[src/lpsf_pkg.sv]
// types and constants shared by the lp synthesis filter
package lpsf_pkg;

    localparam int SAMPLE_W   = 16;
    localparam int ACC_W      = 32;
    localparam int SHIFT_Q    = 12;
    localparam int COEF_REGS  = 3;
    localparam int CFG_W      = 64;
    localparam int CFG_IDX_W  = 2;
    localparam int SLOTS_PER_REG = CFG_W / SAMPLE_W;

    localparam logic signed [SAMPLE_W-1:0] OUT_MAX = 16'sd32767;
    localparam logic signed [SAMPLE_W-1:0] OUT_MIN = -16'sd32767;

    localparam logic [ACC_W-1:0] ROUND_ADD = ACC_W'(1) << (SHIFT_Q - 1);

    typedef enum logic [CFG_IDX_W-1:0]
    {
        CFG_COEF_0_3  = 2'd0,
        CFG_COEF_4_7  = 2'd1,
        CFG_COEF_8_11 = 2'd2,
        CFG_UNUSED    = 2'd3
    } cfg_index_t;

    typedef enum logic [2:0]
    {
        ST_IDLE = 3'b001,
        ST_MAC  = 3'b010,
        ST_DONE = 3'b100
    } state_t;

endpackage

[src/lp_synthesis_filter_top.sv]
// all-pole lp synthesis filter with one shared multiply-accumulate unit
//
//  channel     | signals                          | direction
//  ------------+----------------------------------+----------
//  input       | in_valid, in_stall, excitation   | in
//  output      | out_valid, out_stall, speech_out | out
//  config      | cfg_we, cfg_index, cfg_data      | in
//
//  each sample goes through accept, one multiply-accumulate per tap, finish
//  the finish cycle waits while a previous result is still stalled in the output register
//  in_stall is high from accept until the result has been moved to the output register
//  reset clears coefficients, history and all control state
module lp_synthesis_filter_top
    import lpsf_pkg::*;
#(
    parameter int ORDER = 10
)
(
    input  logic                        clk,
    input  logic                        rst_n,
    input  logic                        in_valid,
    output logic                        in_stall,
    input  logic signed [SAMPLE_W-1:0]  excitation,
    output logic                        out_valid,
    input  logic                        out_stall,
    output logic signed [SAMPLE_W-1:0]  speech_out,
    input  logic                        cfg_we,
    input  logic [CFG_IDX_W-1:0]        cfg_index,
    input  logic [CFG_W-1:0]            cfg_data
);

    localparam int TAP_W = (ORDER > 1) ? $clog2(ORDER) : 1;
    localparam logic [TAP_W-1:0] LAST_TAP = TAP_W'(ORDER - 1);

    state_t                      state_reg, state_next;
    logic [TAP_W-1:0]            tap_reg, tap_next;
    logic [ACC_W-1:0]            acc_reg, acc_next;
    logic [CFG_W-1:0]            coef_reg [COEF_REGS];
    logic signed [SAMPLE_W-1:0]  hist_reg [ORDER];
    logic                        out_valid_reg;
    logic signed [SAMPLE_W-1:0]  out_data_reg;

    logic signed [SAMPLE_W-1:0]  coef_slot [ORDER];
    logic signed [SAMPLE_W-1:0]  coef_sel;
    logic signed [SAMPLE_W-1:0]  hist_sel;
    logic signed [ACC_W-1:0]     product;
    logic [ACC_W-1:0]            rounded;
    logic signed [ACC_W-SHIFT_Q-1:0] scaled;
    logic signed [SAMPLE_W-1:0]  clamped;
    logic                        in_accept;
    logic                        out_free;
    logic                        finish;

    genvar g;
    generate
        for (g = 0; g < ORDER; g++)
        begin : g_slot
            assign coef_slot[g] =
                coef_reg[g / SLOTS_PER_REG][(g % SLOTS_PER_REG) * SAMPLE_W +: SAMPLE_W];
        end
    endgenerate

    assign in_stall  = (state_reg != ST_IDLE);
    assign in_accept = in_valid && !in_stall;
    assign out_free  = !out_valid_reg || !out_stall;
    assign finish    = (state_reg == ST_DONE) && out_free;

    assign out_valid  = out_valid_reg;
    assign speech_out = out_data_reg;

    // shared multiply-accumulate
    always_comb
    begin
        coef_sel = coef_slot[tap_reg];
        hist_sel = hist_reg[tap_reg];
        product  = ACC_W'(coef_sel) * ACC_W'(hist_sel);
    end

    // rounding and clamp
    always_comb
    begin
        rounded = acc_reg + ROUND_ADD;
        scaled  = rounded[ACC_W-1:SHIFT_Q];
        if (scaled > (ACC_W-SHIFT_Q)'(OUT_MAX))
            clamped = OUT_MAX;
        else if (scaled < (ACC_W-SHIFT_Q)'(OUT_MIN))
            clamped = OUT_MIN;
        else
            clamped = scaled[SAMPLE_W-1:0];
    end

    always_comb
    begin
        state_next = state_reg;
        tap_next   = tap_reg;
        acc_next   = acc_reg;
        unique case (state_reg)
            ST_IDLE:
            begin
                if (in_accept)
                begin
                    acc_next   = ACC_W'(excitation) << SHIFT_Q;
                    tap_next   = '0;
                    state_next = ST_MAC;
                end
            end
            ST_MAC:
            begin
                acc_next = acc_reg - product;
                if (tap_reg == LAST_TAP)
                    state_next = ST_DONE;
                else
                    tap_next = tap_reg + TAP_W'(1);
            end
            ST_DONE:
            begin
                if (out_free)
                    state_next = ST_IDLE;
            end
            default:
            begin
                state_next = ST_IDLE;
            end
        endcase
    end

    always_ff @(posedge clk or negedge rst_n)
    begin
        if (!rst_n)
        begin
            state_reg <= ST_IDLE;
            tap_reg   <= '0;
        end
        else
        begin
            state_reg <= state_next;
            tap_reg   <= tap_next;
        end
    end

    always_ff @(posedge clk)
    begin
        acc_reg <= acc_next;
    end

    always_ff @(posedge clk or negedge rst_n)
    begin
        if (!rst_n)
        begin
            for (int i = 0; i < COEF_REGS; i++)
                coef_reg[i] <= '0;
        end
        else if (cfg_we)
        begin
            unique case (cfg_index)
                CFG_COEF_0_3:  coef_reg[0] <= cfg_data;
                CFG_COEF_4_7:  coef_reg[1] <= cfg_data;
                CFG_COEF_8_11: coef_reg[2] <= cfg_data;
                default:       ;
            endcase
        end
    end

    // output history, newest first
    always_ff @(posedge clk or negedge rst_n)
    begin
        if (!rst_n)
        begin
            for (int i = 0; i < ORDER; i++)
                hist_reg[i] <= '0;
        end
        else if (finish)
        begin
            for (int i = ORDER - 1; i > 0; i--)
                hist_reg[i] <= hist_reg[i-1];
            hist_reg[0] <= clamped;
        end
    end

    always_ff @(posedge clk or negedge rst_n)
    begin
        if (!rst_n)
            out_valid_reg <= 1'b0;
        else if (finish)
            out_valid_reg <= 1'b1;
        else if (!out_stall)
            out_valid_reg <= 1'b0;
    end

    always_ff @(posedge clk)
    begin
        if (finish)
            out_data_reg <= clamped;
    end

    a_accept_starts_mac: assert property (@(posedge clk) disable iff (!rst_n)
        in_accept |=> (state_reg == ST_MAC) && (tap_reg == '0))
        else $error("accepted transaction did not start the tap sequence");

    a_last_tap_done: assert property (@(posedge clk) disable iff (!rst_n)
        (state_reg == ST_MAC) && (tap_reg == LAST_TAP) |=> (state_reg == ST_DONE))
        else $error("tap sequence did not end after the last tap");

    a_finish_pushes: assert property (@(posedge clk) disable iff (!rst_n)
        finish |=> out_valid_reg && (hist_reg[0] == out_data_reg))
        else $error("result and history disagree after finish");

    a_clamp_range: assert property (@(posedge clk) disable iff (!rst_n)
        out_valid_reg |-> (out_data_reg != -16'sd32768))
        else $error("output transaction outside clamp range");

endmodule

[config.mk]
export PLATFORM = sky130hd
export DESIGN_NAME = lp_synthesis_filter_top
export DESIGN_NICKNAME = d
export VERILOG_FILES = /design/src/lpsf_pkg.sv /design/src/lp_synthesis_filter_top.sv
export SDC_FILE = /design/constraint.sdc
export NUM_CORES = 2
export LEC_CHECK = 0
export ABC_AREA = 1
export ABC_CLOCK_PERIOD_IN_PS = 6300
export CORE_MARGIN = 2
export CORE_UTILIZATION = 34
export DETAILED_ROUTE_END_ITERATION = 7
export DONT_BUFFER_PORTS = 1
export SLEW_MARGIN = 0
export SYNTH_ARGS = -nofsm -noshare
export SYNTH_HDL_FRONTEND = slang
export SYNTH_SLANG_ARGS = --single-unit
[constraint.sdc]
create_clock -name clk -period 6.3 [get_ports clk]
set_input_delay 0.315 -clock clk [delete_from_list [all_inputs] [get_ports clk]]
set_output_delay 0.315 -clock clk [all_outputs]
set_load 0.02 [all_outputs]
==> impl_summary.txt <==
----------------------------------------------------
[Status]
  Outcome ... complete, but fails checks
  Violations in the final reports ... negative hold slack, negative setup slack

[Yosys]
  Post-synth design cell area ... 29,200 um2
  Cells after Synth ... 3,534
  Biggest area consumer among synthesized cells ... dfrtp_1
  EDFF count, synth ... 48
  Flip-flop and latch count after synthesis ... 376
  Fraction of post-synthesis cell area in the top cell type by area ... 0.280
  Synth warnings ... 0
  Most numerous cell types in the synthesized netlist ... nand2_1 (799), inv_1 (747), o21ai_0 (468)
  FFs w/ async S/R, synth ... 0.872
  Syn_area_per_cell ... 8.26 um2
  Cell variety after synth ... 58
  Cell types occupying the most area after synthesis ... dfrtp_1 (28%), fa_1 (21%), nand2_1 (10%)
  Sequential area share after synthesis ... 0.331
  Primary FF master, synth ... dfrtp_1
  Most numerous cell in the Yosys netlist ... nand2_1
  Syn nets ... 4,015

[Critical path]
  Arrival time at the worst endpoint ... 7.10 ns
  Cell with the biggest individual delay on the critical path ... fa_2
  Critical Path Fanout Max ... 9
  Worst Setup Path Type ... reg2reg
  Setup crit start kind ... flop
  Register-to-Register Setup Slack ... -0.45 ns
  Critical path required time ... 6.65 ns
  Endpoint kind of the worst setup timing path ... flop
  Largest stage delay, worst path ... 0.58 ns

[STA]
  Worst clock skew on the final layout ... 0.0453 ns
  Shortest period the worst path allows ... 6.75 ns
  Final Max Tran Viols ... 0
  Setup repair after global routing missed its margin ... yes
  Final critical-path share of the clock period ... 1.07
  Normalized max-slew margin ... 0.159
  Worst setup slack after layout ... -0.449 ns
  Peak Freq ... 148 MHz
  Worst hold slack ... -0.559 ns
  Final number of setup-violating endpoints ... 18
  Final Hold Violating Endpoints ... 327
  Slew of the pin with the lowest slew margin ... 1.26 ns

[Global routing]
  Grt total ovfl ... 0
  First-pass GRT wire length ... 134 mm
  Pin count of the biggest net entering global routing ... 329
  Total track usage ... 0.190
  Number of global-route vias before repair ... 24,400
  Initial antenna violation count ... 3

[Detailed routing]
  Average detailed-routed wire length per instance ... 16.9 um
  Detail-routed via count per cell ... 4.77
  First drt pass iteration count ... 5
  Number of violations reported at the end of detailed-routing iteration 0 ... 1,817
  Sum of routed wire length over all layers ... 84.2 mm
  Post-route DRC violation count ... 0
  Remaining antenna violation count ... 0
  Total number of vias ... 23,800

[Placed design]
  PortBufs ... 0
  GPL Wtd Cong ... 0.874
  Half-perimeter wire length of the detailed placement result ... 62.0 mm

[CTS]
  Number of buffers on the longest clock path ... 3
  Post-CTS clock slew at the launch and capture registers of the worst setup and hold paths ... 0.06 ns
  Number of buffers inserted for hold repair after clock tree synthesis ... 70
  Insertion delay of the later-clocked pin in the worst-skew pair ... 0.61 ns
  CTS root buffer ... clkbuf_16
  TritonCTS buffer count ... 44
  TritonCTS sink count ... 376
  Clock tree from TritonCTS ... done
  Number of H-tree levels ... 2

[Floorplanning]
  Die Width ... 297 um
  Height of the chip ... 297 um
  Initial core utilization ... 0.343
  Row count ... 107
  Core Area ... 85,100 um2
  Number of top-level pins ... 105
  Overall die area ... 88,200 um2

[Layout]
  Share of post-route cells with drive strength above 1 ... 0.176
  Area added between synthesis and finish ... 23.9%
  Final Net Count ... 4,286

[Flow run]
  Count of max-cap constraint violations ... 0

[Min path]
  Path type of the worst min-delay path ... in2async

----------------------------------------------------
[area by class of cell]
type | instances | area, um2
fillers | 8448 | 49000
multi-input cells | 2227 | 16900
flip-flops and latches | 376 | 9660
repair buffers | 394 | 3890
inverters | 762 | 2890
well taps | 1144 | 1430
clock buffers | 55 | 1160
clock inverters | 23 | 254
diodes | 2 | 5.00
[metrics by stage]
stage	setup TNS, ns	setup WS, ns	cells	util	area (um2)
after global placement	-7.79	-0.578	4785	0.382	32500
after floorplan	-0.0186	-0.0110	3534	-	29500
final	-5.37	-0.449	4983	0.425	36200
after global routing	-10.91	-0.712	4983	0.425	36200
after CTS	-5.58	-0.423	4958	0.415	35300
after detailed placement	-7.92	-0.604	4785	0.382	32500
[cell usage in the layout, fill, tap and decap left out, drive strengths merged, types with 2 or more instances in the layout]
master	netlist	final
a21o	6	6
xnor2	16	16
inv	759	760
a31oi	6	6
o211ai	5	5
clkinv	3	16
ha	93	93
nor2	136	136
xor2	19	19
o221ai	25	25
a31o	10	10
bufinv	0	4
o22ai	6	6
a221oi	2	2
nand4	14	14
mux2i	5	5
buf	74	318
o21a	2	2
fa	301	301
o21ai	491	491
or2	8	8
nor4	6	6
clkinvlp	0	5
dfrtp	327	327
nand3b	5	5
diode	0	2
a21oi	124	124
nand2	824	824
nand3	89	89
edfxtp	48	48
dlygate4sd3	0	70
o21bai	3	3
a32o	8	8
nor3	17	17
clkbuf	95	61
[critical path: cells and delay by family, from the launching register on]
kind | cells | cell delay (ns)
adder cells (fa/ha/maj) | 7 | 3.14
AO/OA/AOI/OAI | 8 | 1.32
buffers and inverters | 10 | 1.20
flip-flops | 1 | 0.51
AND/OR/NAND/NOR | 2 | 0.18
XOR/XNOR | 1 | 0.15
[worst paths after layout]
| check | depth (start not counted) | end | startpoint |
|---|---|---|---|
| worst max-delay path | 28 | acc_reg[21] | tap_reg[0] |
| worst min-delay path | 0 | coef_reg[172] | rst_n |
| worst max register to register | 28 | acc_reg[21] | tap_reg[0] |
| worst min register to register | 2 | coef_reg[159] | coef_reg[159] |
| max in group asynchronous | 0 | hist_reg[145] | rst_n |
| min in group clk | 2 | coef_reg[8] | cfg_data[8] |
[cell families after synthesis]
group	Yosys count	share of synthesized area
and+or+nand+nor	1102	0.157
buffers and inverters	931	0.125
adders and majority gates	394	0.246
xor gates and xnor gates	35	0.0105
muxes	5	0.00171
DFF	376	0.331
AOI/OAI and AO/OA	691	0.129
[what timing repair did]
action,4_1_cts,5_1_grt
resized for setup,96,176
gates cloned,4,6
hold endpoints to repair,473,328
pin swaps,45,105
endpoints found under the setup margin,21,22
setup buffers,22,18
[per-layer routing]
metal	up-vias	routed length (um)	GRT usage
met5	-	13	0
met4	2	3270	0.0732
met3	162	4200	0.0277
met2	572	40100	0.312
met1	11600	36500	0.253
li1	11400	-	-
Power is left out: the tool's default activity adds up to more than one toggle a clock period on the data nets, which glitch-free logic cannot reach.
